==> config.mk <==
export PLATFORM = sky130hd
export DESIGN_NAME = sound_register_command_player
export DESIGN_NICKNAME = d
export VERILOG_FILES = /design/src/srcp_pkg.sv /design/src/srcp_parser.sv /design/src/srcp_emitter.sv /design/src/sound_register_command_player.sv
export SDC_FILE = /design/constraint.sdc
export NUM_CORES = 1
export LEC_CHECK = 0
export BUFFER_PORTS_ARGS = -buffer_cell sky130_fd_sc_hd__buf_2
export CELL_PAD_IN_SITES_DETAIL_PLACEMENT = 1
export CELL_PAD_IN_SITES_GLOBAL_PLACEMENT = 1
export CORE_MARGIN = 5
export CORE_UTILIZATION = 48
export DETAILED_ROUTE_END_ITERATION = 7
export PLACE_DENSITY = 0.83
export SLEW_MARGIN = 20
export SYNTH_ARGS = -nofsm -noshare
export SYNTH_HDL_FRONTEND = slang
export SYNTH_HIERARCHICAL = 1
export SYNTH_SLANG_ARGS = --single-unit
==> constraint.sdc <==
create_clock -name clk -period 4.5 [get_ports clk]
set_input_delay 0.45 -clock clk [delete_from_list [all_inputs] [get_ports clk]]
set_output_delay 0.45 -clock clk [all_outputs]
set_load 0.1 [all_outputs]
==> src/srcp_pkg.sv <==
// Shared types, codes and the silencing table for the sound register command player.
// No dependencies.
package srcp_pkg;

	localparam int unsigned CFG_W      = 8;
	localparam int unsigned CFG_IDX_W  = 2;
	localparam int unsigned NSILENCE   = 36;
	localparam int unsigned IDX_W      = $clog2(NSILENCE + 1);
	localparam int unsigned TDATA_W    = 80;

	typedef enum logic [CFG_IDX_W-1:0] {
		CFG_OP_WRITE = 2'd0,
		CFG_OP_WAIT  = 2'd1,
		CFG_OP_END   = 2'd2,
		CFG_LOOP_EN  = 2'd3
	} cfg_idx_t;

	typedef enum logic [1:0] {
		FUNC_START  = 2'd0,
		FUNC_BYTE   = 2'd1,
		FUNC_STOP   = 2'd2,
		FUNC_UNUSED = 2'd3
	} func_t;

	typedef enum logic [2:0] {
		KIND_WRITE   = 3'd0,
		KIND_TIMER   = 3'd1,
		KIND_SEEK    = 3'd2,
		KIND_STOPPED = 3'd3,
		KIND_ERROR   = 3'd4
	} kind_t;

	typedef enum logic [1:0] {
		TAIL_NONE    = 2'd0,
		TAIL_TIMER   = 2'd1,
		TAIL_STOPPED = 2'd2
	} tail_t;

	localparam logic [3:0] PH_CMD      = 4'd0;
	localparam logic [3:0] PH_WR_OFS   = 4'd1;
	localparam logic [3:0] PH_WR_DATA  = 4'd2;
	localparam logic [3:0] PH_WAIT_0   = 4'd3;
	localparam logic [3:0] PH_WAIT_3   = 4'd6;
	localparam logic [3:0] PH_LOOP_0   = 4'd7;
	localparam logic [3:0] PH_LOOP_3   = 4'd10;

	localparam logic [15:0] RELOAD_MAX = 16'hffff;

	typedef struct packed {
		logic        [7:0]  reg_offset;
		logic        [7:0]  reg_data;
		logic        [15:0] fast_reload;
		logic        [15:0] slow_reload;
		logic        [31:0] seek_offset;
	} payload_t;

	// one job handed from parser to emitter
	typedef struct packed {
		logic     valid;
		logic     run;
		tail_t    tail;
		kind_t    kind;
		payload_t pl;
	} job_t;

	function automatic logic [15:0] silence_entry(input logic [IDX_W-1:0] i);
		logic [15:0] e;
		e = 16'h0000;
		unique case (i)
			6'd0:  e = {8'h84, 8'h00};
			6'd1:  e = {8'h60, 8'h00};
			6'd2:  e = {8'h62, 8'h00};
			6'd3:  e = {8'h63, 8'h00};
			6'd4:  e = {8'h64, 8'h00};
			6'd5:  e = {8'h65, 8'h00};
			6'd6:  e = {8'h68, 8'h00};
			6'd7:  e = {8'h69, 8'h00};
			6'd8:  e = {8'h6c, 8'h00};
			6'd9:  e = {8'h6d, 8'h00};
			6'd10: e = {8'h90, 8'h00};
			6'd11: e = {8'h91, 8'h00};
			6'd12: e = {8'h92, 8'h00};
			6'd13: e = {8'h93, 8'h00};
			6'd14: e = {8'h94, 8'h00};
			6'd15: e = {8'h95, 8'h00};
			6'd16: e = {8'h96, 8'h00};
			6'd17: e = {8'h97, 8'h00};
			6'd18: e = {8'h98, 8'h00};
			6'd19: e = {8'h99, 8'h00};
			6'd20: e = {8'h9a, 8'h00};
			6'd21: e = {8'h9b, 8'h00};
			6'd22: e = {8'h9c, 8'h00};
			6'd23: e = {8'h9d, 8'h00};
			6'd24: e = {8'h9e, 8'h00};
			6'd25: e = {8'h9f, 8'h00};
			6'd26: e = {8'h70, 8'h00};
			6'd27: e = {8'h72, 8'h00};
			6'd28: e = {8'h74, 8'h80};
			6'd29: e = {8'h78, 8'h00};
			6'd30: e = {8'h79, 8'h00};
			6'd31: e = {8'h7c, 8'h00};
			6'd32: e = {8'h7d, 8'h00};
			6'd33: e = {8'h80, 8'h77};
			6'd34: e = {8'h81, 8'hff};
			6'd35: e = {8'h84, 8'h80};
			default: e = 16'h0000;
		endcase
		return e;
	endfunction

endpackage

==> src/srcp_parser.sv <==
// Command stream parser: configuration registers, parse state and the job register.
// Depends on srcp_pkg.
module srcp_parser (
	input  logic                        clk,
	input  logic                        arst_n,
	input  logic                        cfg_we,
	input  logic [srcp_pkg::CFG_IDX_W-1:0] cfg_addr,
	input  logic [srcp_pkg::CFG_W-1:0]  cfg_wdata,
	input  logic                        accept,
	input  logic [1:0]                  func,
	input  logic [7:0]                  stream_byte,
	input  logic                        take,
	output srcp_pkg::job_t              job_s1
);
	import srcp_pkg::*;

	logic [7:0]  op_write_q, op_wait_q, op_end_q;
	logic        loop_en_q;
	logic        playing_q, playing_d;
	logic [3:0]  phase_q, phase_d;
	logic [7:0]  pend_q, pend_d;
	logic [31:0] asm_q, asm_d, asm_new;
	logic [3:0]  pos_full;
	logic [1:0]  pos;
	job_t        job_d;

	always_ff @(posedge clk or negedge arst_n) begin
		if (!arst_n) begin
			op_write_q <= 8'd1;
			op_wait_q  <= 8'd2;
			op_end_q   <= 8'd3;
			loop_en_q  <= 1'b0;
		end else if (cfg_we) begin
			unique case (cfg_idx_t'(cfg_addr))
				CFG_OP_WRITE: op_write_q <= cfg_wdata;
				CFG_OP_WAIT:  op_wait_q  <= cfg_wdata;
				CFG_OP_END:   op_end_q   <= cfg_wdata;
				CFG_LOOP_EN:  loop_en_q  <= cfg_wdata[0];
			endcase
		end
	end

	// wait and loop phases both map onto byte positions 0..3
	assign pos_full = phase_q - PH_WAIT_0;
	assign pos      = pos_full[1:0];
	assign asm_new  = asm_q | ({24'd0, stream_byte} << {pos, 3'b000});

	always_comb begin
		playing_d = playing_q;
		phase_d   = phase_q;
		pend_d    = pend_q;
		asm_d     = asm_q;
		job_d     = '0;
		job_d.kind = KIND_WRITE;
		job_d.tail = TAIL_NONE;
		unique case (func_t'(func))
			FUNC_START: begin
				playing_d = 1'b1;
				phase_d   = PH_CMD;
				pend_d    = 8'd0;
				asm_d     = 32'd0;
				job_d.valid = 1'b1;
				job_d.run   = 1'b1;
				job_d.tail  = TAIL_TIMER;
			end
			FUNC_STOP: begin
				playing_d = 1'b0;
				phase_d   = PH_CMD;
				pend_d    = 8'd0;
				asm_d     = 32'd0;
				job_d.valid = 1'b1;
				job_d.run   = 1'b1;
			end
			FUNC_BYTE: begin
				if (playing_q) begin
					if (phase_q == PH_WR_OFS) begin
						pend_d  = stream_byte;
						phase_d = PH_WR_DATA;
					end else if (phase_q == PH_WR_DATA) begin
						job_d.valid         = 1'b1;
						job_d.pl.reg_offset = pend_q;
						job_d.pl.reg_data   = stream_byte;
						phase_d = PH_CMD;
					end else if (phase_q >= PH_WAIT_0 && phase_q <= PH_LOOP_3) begin
						if (pos != 2'd3) begin
							asm_d   = asm_new;
							phase_d = phase_q + 4'd1;
						end else begin
							job_d.valid = 1'b1;
							if (phase_q == PH_WAIT_3) begin
								job_d.kind           = KIND_TIMER;
								job_d.pl.fast_reload = asm_new[15:0];
								job_d.pl.slow_reload = asm_new[31:16];
							end else begin
								job_d.kind           = KIND_SEEK;
								job_d.pl.seek_offset = asm_new;
							end
							asm_d   = 32'd0;
							phase_d = PH_CMD;
						end
					end else begin
						phase_d = PH_CMD;
						asm_d   = 32'd0;
						priority if (stream_byte == op_write_q) begin
							phase_d = PH_WR_OFS;
						end else if (stream_byte == op_wait_q) begin
							phase_d = PH_WAIT_0;
						end else if (stream_byte == op_end_q) begin
							if (loop_en_q) begin
								phase_d = PH_LOOP_0;
							end else begin
								playing_d   = 1'b0;
								pend_d      = 8'd0;
								job_d.valid = 1'b1;
								job_d.run   = 1'b1;
								job_d.tail  = TAIL_STOPPED;
							end
						end else begin
							job_d.valid = 1'b1;
							job_d.kind  = KIND_ERROR;
						end
					end
				end
			end
			FUNC_UNUSED: begin
			end
		endcase
	end

	always_ff @(posedge clk or negedge arst_n) begin
		if (!arst_n) begin
			playing_q <= 1'b0;
			phase_q   <= PH_CMD;
			pend_q    <= 8'd0;
			asm_q     <= 32'd0;
			job_s1    <= '0;
		end else begin
			if (accept) begin
				playing_q <= playing_d;
				phase_q   <= phase_d;
				pend_q    <= pend_d;
				asm_q     <= asm_d;
			end
			if (accept && job_d.valid) begin
				job_s1 <= job_d;
			end else if (take) begin
				job_s1.valid <= 1'b0;
			end
		end
	end

endmodule

==> src/srcp_emitter.sv <==
// Result sequencer: walks silencing runs and drives the output register.
// Depends on srcp_pkg.
module srcp_emitter (
	input  logic                 clk,
	input  logic                 arst_n,
	input  srcp_pkg::job_t       job_s1,
	output logic                 take,
	output logic                 m_tvalid,
	input  logic                 m_tready,
	output logic [srcp_pkg::TDATA_W-1:0] m_tdata,
	output logic [2:0]           m_tuser,
	output logic                 m_tlast
);
	import srcp_pkg::*;

	logic [IDX_W-1:0] idx_q;
	logic             load;
	logic             in_table;
	logic [15:0]      ent;
	payload_t         pl_d, pl_q;
	kind_t            kind_d, kind_q;
	logic             last_d, last_q;

	assign load     = job_s1.valid && (!m_tvalid || m_tready);
	assign in_table = idx_q < IDX_W'(NSILENCE);
	assign ent      = silence_entry(idx_q);

	always_comb begin
		pl_d   = '0;
		kind_d = KIND_WRITE;
		last_d = 1'b1;
		take   = 1'b0;
		if (!job_s1.run) begin
			pl_d   = job_s1.pl;
			kind_d = job_s1.kind;
			take   = load;
		end else if (in_table) begin
			pl_d.reg_offset = ent[15:8];
			pl_d.reg_data   = ent[7:0];
			last_d = (job_s1.tail == TAIL_NONE) && (idx_q == IDX_W'(NSILENCE - 1));
			take   = load && last_d;
		end else begin
			if (job_s1.tail == TAIL_TIMER) begin
				kind_d = KIND_TIMER;
				pl_d.fast_reload = RELOAD_MAX;
				pl_d.slow_reload = RELOAD_MAX;
			end else begin
				kind_d = KIND_STOPPED;
			end
			take = load;
		end
	end

	always_ff @(posedge clk or negedge arst_n) begin
		if (!arst_n) begin
			idx_q    <= '0;
			m_tvalid <= 1'b0;
		end else begin
			if (load) begin
				m_tvalid <= 1'b1;
				if (job_s1.run) idx_q <= take ? '0 : idx_q + IDX_W'(1);
			end else if (m_tready) begin
				m_tvalid <= 1'b0;
			end
		end
	end

	always_ff @(posedge clk) begin
		if (load) begin
			pl_q   <= pl_d;
			kind_q <= kind_d;
			last_q <= last_d;
		end
	end

	assign m_tdata = {pl_q.seek_offset, pl_q.slow_reload, pl_q.fast_reload,
	                  pl_q.reg_data, pl_q.reg_offset};
	assign m_tuser = kind_q;
	assign m_tlast = last_q;

endmodule

==> src/sound_register_command_player.sv <==
// Sound register command player top level: parser feeding the result sequencer.
// An accepted word passes through the job register, then the output register.
// Throughput: one input word and one result word per cycle while m_tready is high;
// start, stop and a non-looping end hold s_tready low while the silencing run drains.
// Reset: arst_n clears parse state, playback and output valid; opcodes go to 1, 2, 3.
// Depends on srcp_pkg, srcp_parser, srcp_emitter.
module sound_register_command_player (
	input  logic        clk,
	input  logic        arst_n,
	input  logic        cfg_we,
	input  logic [srcp_pkg::CFG_IDX_W-1:0] cfg_addr,
	input  logic [srcp_pkg::CFG_W-1:0]     cfg_wdata,
	input  logic        s_tvalid,
	output logic        s_tready,
	input  logic [7:0]  s_tdata,   // [7:0] stream_byte
	input  logic [1:0]  s_tuser,   // [1:0] func
	output logic        m_tvalid,
	input  logic        m_tready,
	output logic [srcp_pkg::TDATA_W-1:0] m_tdata, // [7:0] reg_offset, [15:8] reg_data,
	                                              // [31:16] fast_reload, [47:32] slow_reload,
	                                              // [79:48] seek_offset
	output logic [2:0]  m_tuser,   // [2:0] kind
	output logic        m_tlast
);
	import srcp_pkg::*;

	job_t job_s1;
	logic take;
	logic accept;

	assign s_tready = !job_s1.valid || take;
	assign accept   = s_tvalid && s_tready;

	srcp_parser u_parser (
		.clk         (clk),
		.arst_n      (arst_n),
		.cfg_we      (cfg_we),
		.cfg_addr    (cfg_addr),
		.cfg_wdata   (cfg_wdata),
		.accept      (accept),
		.func        (s_tuser),
		.stream_byte (s_tdata),
		.take        (take),
		.job_s1      (job_s1)
	);

	srcp_emitter u_emitter (
		.clk      (clk),
		.arst_n   (arst_n),
		.job_s1   (job_s1),
		.take     (take),
		.m_tvalid (m_tvalid),
		.m_tready (m_tready),
		.m_tdata  (m_tdata),
		.m_tuser  (m_tuser),
		.m_tlast  (m_tlast)
	);

endmodule

==> metrics.md, run 1 <==
| Metric | Value |
|---|---|
| Syn_nets | 1008 |
| Clock Tree Buf Depth | 3 |
| Vias after detailed routing | 7691 |
| Fin. Hold Viols | 0 |
| Top Ports | 111 |
| WP data arrival | 4.35 ns |
| Drt wl/cell | 20.8 um |
| Period minus WS final | 3.94 ns |
| GRT Util Overall | 0.216 |
| Root buffer cell | clkbuf_16 |
| Most instantiated cells after synthesis | 160 x dfrtp_1, 121 x nor2_1, 84 x edfxtp_1 |
| Share of total power in sequential cells | 0.375 |
| Headroom to the max-slew limit | 0.306 |
| Min-delay worst type | in -> async |
| Period utilization | 0.875 |
| Adder-Cell Fraction of Synth Area | 0.0175 |
| Via density | 5.48 |
| Clk Latency, worst-skew pair | 0.55 ns |
| Routed Antenna Nets | 0 |
| Synth area leader | dfrtp_1 |
| Req. time, crit path | 4.92 ns |
| Pins Over Slew Limit | 0 |
| Vias in the first global route | 8322 |
| Drt total wl | 29200 um |
| Post-synth top area share | 0.349 |
| RSZ-0062 raised after global routing | no |
| Core area | 23500 um^2 |
| Worst-margin pin slew | 1.04 ns |
| Xor and xnor fraction of the mapped netlist area | 0.0199 |
| Cts hold-fix bufs | 0 |
| Total power | 8.48 mW |
| Pint | 4.77 mW |
| Post-Syn Area | 11500 um^2 |
| Ys flop type | dfrtp_1 |
| Largest family of logic cells by synthesized area | multiplexers |
| Antenna diode count | 0 |
| Synth-to-Final Area Change | 13.7% |
| Final core occ | 0.555 |
| Initial core utilization | 0.488 |
| Startpoint types | flip-flop |
| Routability cong. | 0.832 |
| Post-route insts no fill | 1403 |
| Simple-Gate Fraction of Synth Area | 0.116 |
| Synth top area cells | dfrtp_1 35%, edfxtp_1 22%, mux2_4 5.2% |
| Synth Area in Compound Gates | 0.0916 |
| Post-DP HPWL | 19100 um |
| Synth unique cells | 75 |
| Syn Inst Count | 967 |
| Fraction of registers with async set/reset | 0.661 |
| Leakage | 5.54 nW |
| Largest net degree at the start of global routing | 99 |
| Die H | 164 um |
| CTS tree | yes |
| Multi-input gate area | 4210 um^2 |
| Nets | 1104 |
| DRC | 0 |
| Switching fraction of total power | 0.438 |
| Peak VDD IR | 359 uV |
| Clock-pin slew on the worst setup and hold paths | 0.06 ns |
| Post-CTS Resized | 0 |
| Register area | 6630 um^2 |
| Synth Register Bits | 248 |
| Mux cell area share after synthesis | 0.122 |
| Layout cell share with drive strength beyond 1 | 0.258 |
| Pre-CTS setup slack | 0.662 ns |
| First-pass GRT wire length | 46200 um |
| Clock Sink Count | 248 |
| Clock share of power | 0.251 |
| Worst clock skew | 0.0232 ns |
| Worst setup margin | 0.562 ns |
| EDFF count, synth | 84 |
| Sequential area share after synthesis | 0.579 |
| Chip Width | 164 um |
| Global route overflow | 0 |
| Std cell rows | 56 |
| Placed Cells | 1353 |
| Max-capacitance violation count | 0 |
| Setup violators final | 0 |
| Post-CTS Setup Bufs | 0 |
| Crit-path max FO | 24 |
| Clock H-tree levels | 1 |
| Psw | 3.71 mW |
| Crit. End Element | flip-flop |
| Outcome | complete, no violations |
| Top-count cell post-synth | dfrtp_1 |
| Setup TNS Final | 0 ns |
| Crit Path Class | reg -> reg |
| Combinational Power Share | 0.374 |
| Yosys warns | 6 |
| Drt first pass iters | 4 |
| Number of I/O port buffers | 110 |
| Antenna violations before repair | 0 |
| Average cell area after synthesis | 11.8 um^2 |
| Fmax | 254 MHz |
| Die area | 27100 um^2 |
| Cts bufs inserted | 27 |
| 1st-iter DRT viols | 526 |
| Fillers | 2492 |
| Pwr Density | 650 nW/um^2 |
## power groups by stage
stage                     clock (mW)  sequential (mW)  combinational, mW
after floorplan                    0             4.59               1.16
after global placement             0             3.18               3.08
after detailed placement           0             3.21               3.16
after CTS                       2.18             3.18               3.19
after global routing            2.29             3.23               3.35
final                           2.13             3.18               3.17
## layout by cell type, fill, tap and decap left out, drive strengths merged, types with 12 or more instances in the layout
| cell type | synthesis | routed |
|---|---|---|
| o21ai | 57 | 57 |
| nand3 | 12 | 12 |
| dfrtp | 160 | 160 |
| mux2i | 22 | 22 |
| clkbuf | 28 | 41 |
| nor2 | 123 | 123 |
| a21oi | 74 | 74 |
| buf | 28 | 123 |
| nor2b | 42 | 42 |
| xnor2 | 25 | 25 |
| inv | 68 | 69 |
| mux2 | 89 | 89 |
| nand2 | 40 | 40 |
| ha | 16 | 16 |
| edfxtp | 84 | 84 |
## path summary, 6_finish.rpt
path	from	end	slack [ns]	depth (start not counted)
max	u_emitter/idx_q[1]	u_parser/job_s1[21]	0.56	13
min	arst_n	u_parser/op_wait_q[0]	0.03	1
max reg2reg	u_emitter/idx_q[1]	u_parser/job_s1[21]	0.56	13
min reg2reg	u_parser/asm_q[29]	u_parser/asm_q[29]	0.49	2
max in group asynchronous	arst_n	u_parser/job_s1[51]	3.46	2
min in group clk	cfg_wdata[6]	u_parser/op_wait_q[6]	0.19	2
## critical path, stage by stage, from the launching register on
cell and delay [ns]:
dfrtp_1 0.52, ha_1 0.23, nor3b_1 0.45, o21ai_4 0.12, nand2_1 0.12, and2_1 0.14, nand2b_4 0.12, and2_4 0.18
nand2_1 0.08, nor2_2 0.17, or4b_4 0.52, nand2_4 0.37, buf_4 0.43, mux2_4 0.34
## kinds of logic after synthesis
| kind of cell | Yosys count |
|---|---|
| fa+ha+maj | 16 |
| simple gates | 267 |
| mux | 112 |
| xor+xnor | 26 |
| compound gates | 174 |
| buf+inv | 124 |
| flops | 248 |
## state kept, by name, summed over array words and instances (netlist names)
signal / flops
u_emitter/idx_q: 6
u_emitter/m_tdata: 80
u_emitter/m_tlast: 1
u_emitter/m_tuser: 3
u_emitter/m_tvalid: 1
u_parser/asm_q: 32
u_parser/job_s1: 87
u_parser/loop_en_q: 1
u_parser/op_end_q: 8
u_parser/op_wait_q: 8
u_parser/op_write_q: 8
u_parser/pend_q: 8
u_parser/phase_q: 4
u_parser/playing_q: 1
## per-stage QoR
stage	hold slack (ns)	instance area, um^2
final	0.0289	13000
after global routing	0.0858	13000
after detailed placement	0.486	12200
after CTS	0.0627	13000
after floorplan	0.154	11500
after global placement	0.476	12200
## area by class of cell
| class | count | share of cell area |
|---|---|---|
| clock inverters | 9 | 0.00451 |
| clock buffers | 41 | 0.0621 |
| flip-flops and latches | 248 | 0.509 |
| inverters | 68 | 0.0196 |
| multi-input cells | 595 | 0.323 |
| repair buffers | 123 | 0.0512 |
| well taps | 319 | 0.0306 |
## metal layers
metal	routed length, um	GRT usage	vias up	share of wire
li1	-	-	3525	-
met1	12300	0.283	3943	0.42
met2	15200	0.381	181	0.52
met3	1180	0.0265	42	0.040
met4	579	0.0624	0	0.020
met5	0	0	-	0
No activity file was read; power rests on OpenSTA's default activity.
==> run 2: changes to the inputs <==
--- a/config.mk
+++ b/config.mk
@@ -9,9 +9,9 @@
 export CELL_PAD_IN_SITES_DETAIL_PLACEMENT = 1
 export CELL_PAD_IN_SITES_GLOBAL_PLACEMENT = 1
 export CORE_MARGIN = 5
-export CORE_UTILIZATION = 48
+export CORE_UTILIZATION = 52
 export DETAILED_ROUTE_END_ITERATION = 7
-export PLACE_DENSITY = 0.83
+export PLACE_DENSITY = 0.89
 export SLEW_MARGIN = 20
 export SYNTH_ARGS = -nofsm -noshare
 export SYNTH_HDL_FRONTEND = slang
==> constraint.sdc (replaced) <==
create_clock -name clk -period 4.6 [get_ports clk]
set_input_delay 0.46 -clock clk [delete_from_list [all_inputs] [get_ports clk]]
set_output_delay 0.46 -clock clk [all_outputs]
set_load 0.1 [all_outputs]
==> run 2 against run 1 <==
Sequential power is 2% lower. Worst hold slack improved by 0.18 ns. Global-route usage increased by 3.0 points. Maximum frequency rose by 3.6%. Critical path depth unchanged. Die area fell by 7.2%. Core utilization increased by 3.8 points. Non-clock buffer count shrank 2. Largest cell class unchanged. Cell count down 3.1%.
==> metrics.md, run 2 (same netlist as run 1, synthesis figures left out) <==
| Metric | Value |
|---|---|
| Outcome | complete, no violations (unchanged) |
| Number of I/O port buffers | 110 (unchanged) |
| Root buffer cell | clkbuf_16 (unchanged) |
| Max-capacitance violation count | 0 (unchanged) |
| Crit-path slowest cell | buf_4 (was dfrtp_1) |
| Period utilization | 0.827 (was 0.875) |
| Pre-CTS setup slack | 0.867 ns (was 0.662 ns) |
| WP data arrival | 4.21 ns (was 4.35 ns) |
| GRT Util Overall | 0.246 (was 0.216) |
| Fin. Hold Viols | 0 (unchanged) |
| Drt total wl | 30600 um (was 29200 um) |
| Hold WS | 0.207 ns (was 0.0289 ns) |
| Leakage | 5.50 nW (was 5.54 nW) |
| Clock-pin slew on the worst setup and hold paths | 0.06 ns (about the same) |
| Top Ports | 111 (unchanged) |
| Die H | 158 um (was 164 um) |
| Die area | 25100 um^2 (was 27100 um^2) |
| HP Start | cfg_wdata[5] |
| Startpoint types | flip-flop (unchanged) |
| RSZ-0062 raised after global routing | no (unchanged) |
| Pwr Density | 637 nW/um^2 (was 650 nW/um^2) |
| Peak VDD IR | 320 uV (was 359 uV) |
| DRC | 0 (unchanged) |
| Fin area | 12900 um^2 (was 13000 um^2) |
| Std cell rows | 54 (was 56) |
| Worst clock skew | 0.0193 ns (was 0.0232 ns) |
| Setup TNS Final | 0 ns (unchanged) |
| Post-CTS Resized | 0 (unchanged) |
| First-pass GRT wire length | 48600 um (was 46200 um) |
| Antenna violations before repair | 0 (unchanged) |
| Antenna diode count | 0 (unchanged) |
| Clk Latency, worst-skew pair | 0.53 ns (was 0.55 ns) |
| Chip Width | 158 um (was 164 um) |
| Drt wl/cell | 22.5 um (was 20.8 um) |
| Via density | 5.80 (was 5.48) |
| Worst setup margin | 0.797 ns (was 0.562 ns) |
| Post-route insts no fill | 1359 (was 1403) |
| Clock Sink Count | 248 (unchanged) |
| Crit Path Class | reg -> reg (unchanged) |
| Min-delay worst type | in -> reg (was in -> async) |
| Routed Antenna Nets | 0 (unchanged) |
| Crit-path max FO | 37 (was 24) |
| Routability cong. | 0.858 (was 0.832) |
| Worst-margin pin slew | 1.06 ns (was 1.04 ns) |
| Vias in the first global route | 8820 (was 8322) |
| Vias after detailed routing | 7879 (was 7691) |
| Post-CTS Setup Bufs | 0 (unchanged) |
| Global route overflow | 0 (unchanged) |
| Initial core utilization | 0.527 (was 0.488) |
| Cell mode on critical path | nand2_1 (unchanged) |
| Layout cell share with drive strength beyond 1 | 0.256 (was 0.258) |
| 1st-iter DRT viols | 558 (was 526) |
| Post-DP HPWL | 19400 um (was 19100 um) |
| CP peak stage delay | 0.54 ns (was 0.52 ns) |
| Synth-to-Final Area Change | 12.7% (was 13.7%) |
| Period minus WS final | 3.80 ns (was 3.94 ns) |
| Final core occ | 0.594 (was 0.555) |
| Req. time, crit path | 5.01 ns (was 4.92 ns) |
| Crit path cell chain | ha_1 > nor3b_1 > o21ai_4 > nand2_1 > and2_1 > nand2b_4 > and2_4 > nand2_1 > nor2_2 > or4b_4 > nand2_4 > buf_4 > mux2_4 (unchanged) |
| Setup violators final | 0 (unchanged) |
| Drt first pass iters | 4 (unchanged) |
| Hold Path Stages | 2 |
| Clock H-tree levels | 1 (unchanged) |
| Crit. End Element | flip-flop (unchanged) |
| Core area | 21800 um^2 (was 23500 um^2) |
| Hold EP | u_parser/op_end_q[5] |
| Fmax | 263 MHz (was 254 MHz) |
| Commonest non-fill, non-tap cell in the layout | dfrtp_1 (unchanged) |
| R2r worst-path depth | 13 (unchanged) |
| Cts bufs inserted | 26 (was 27) |
| Pins Over Slew Limit | 0 (unchanged) |
| Worst reg2reg endpoint | u_parser/job_s1[26] (was u_parser/job_s1[21]) |
| Largest Register | u_parser/job_s1 (unchanged) |
| Most frequent cells in the layout | 159 x dfrtp_1, 121 x nor2_1, 109 x buf_2 (unchanged) |
| R2R Setup Slk | 0.80 ns (was 0.56 ns) |
| Max FFs per register | 87 (unchanged) |
| CTS tree | yes (unchanged) |
| Largest net degree at the start of global routing | 98 (was 99) |
| Clock Tree Buf Depth | 3 (unchanged) |
| Total power | 8.23 mW (was 8.48 mW) |
| Nets | 1101 (was 1104) |
| Placed Cells | 1311 (was 1353) |
| Headroom to the max-slew limit | 0.293 (was 0.306) |
| Placement Cell Area | 12100 um^2 (was 12200 um^2) |
| R2R Path Start | u_emitter/idx_q[1] (unchanged) |
run 2: worst max-delay path: cells and delay by family (launching register included):
family | cells | cell delay (ns)
AOI/OAI and AO/OA | 1 | 0.11
DFF | 1 | 0.51
and+or+nand+nor | 9 | 1.89
muxes | 1 | 0.36
buffers and inverters | 1 | 0.54
adders and majority gates | 1 | 0.25
run 2: layout make-up:
type / count / area, um^2
fill: 2287 / 8840
timing repair buffer: 121 / 667
inverter: 68 / 255
clock buffer: 37 / 732
multi-input combinational: 595 / 4220
clock inverter: 10 / 61.3
tap: 280 / 350
sequential: 248 / 6630
run 2: what timing repair did:
action,4_1_cts,5_1_grt
endpoints found under the hold margin,62,0
setup endpoints to repair,0,0
hold buffers,1,0
run 2: metal layers:
| layer | wire, um | share of wire | track usage |
|---|---|---|---|
| met5 | 0 | 0 | 0 |
| met4 | 845 | 0.028 | 0.0751 |
| met3 | 1440 | 0.047 | 0.0318 |
| met2 | 16000 | 0.52 | 0.443 |
| met1 | 12400 | 0.40 | 0.311 |
run 2: report_power, final:
group / total [mW] / leakage [nW] / switching [mW] / internal [mW]
clock: 1.96 / 0.391 / 0.851 / 1.11
sequential: 3.12 / 3.03 / 0.309 / 2.81
combinational: 3.15 / 2.08 / 2.51 / 0.635
run 2: worst max path at each step:
stage | depth (start not counted) | from | endpoint
finish | 13 | u_emitter/idx_q[1] | u_parser/job_s1[26]
global route | 13 | u_emitter/idx_q[1] | u_parser/job_s1[30]
CTS | 13 | u_emitter/idx_q[1] | u_parser/job_s1[26]
detailed placement | 13 | u_emitter/idx_q[1] | u_parser/job_s1[43]
global placement | 13 | u_emitter/idx_q[1] | u_parser/job_s1[42]
floorplan | 13 | u_emitter/m_tvalid | u_parser/job_s1[21]
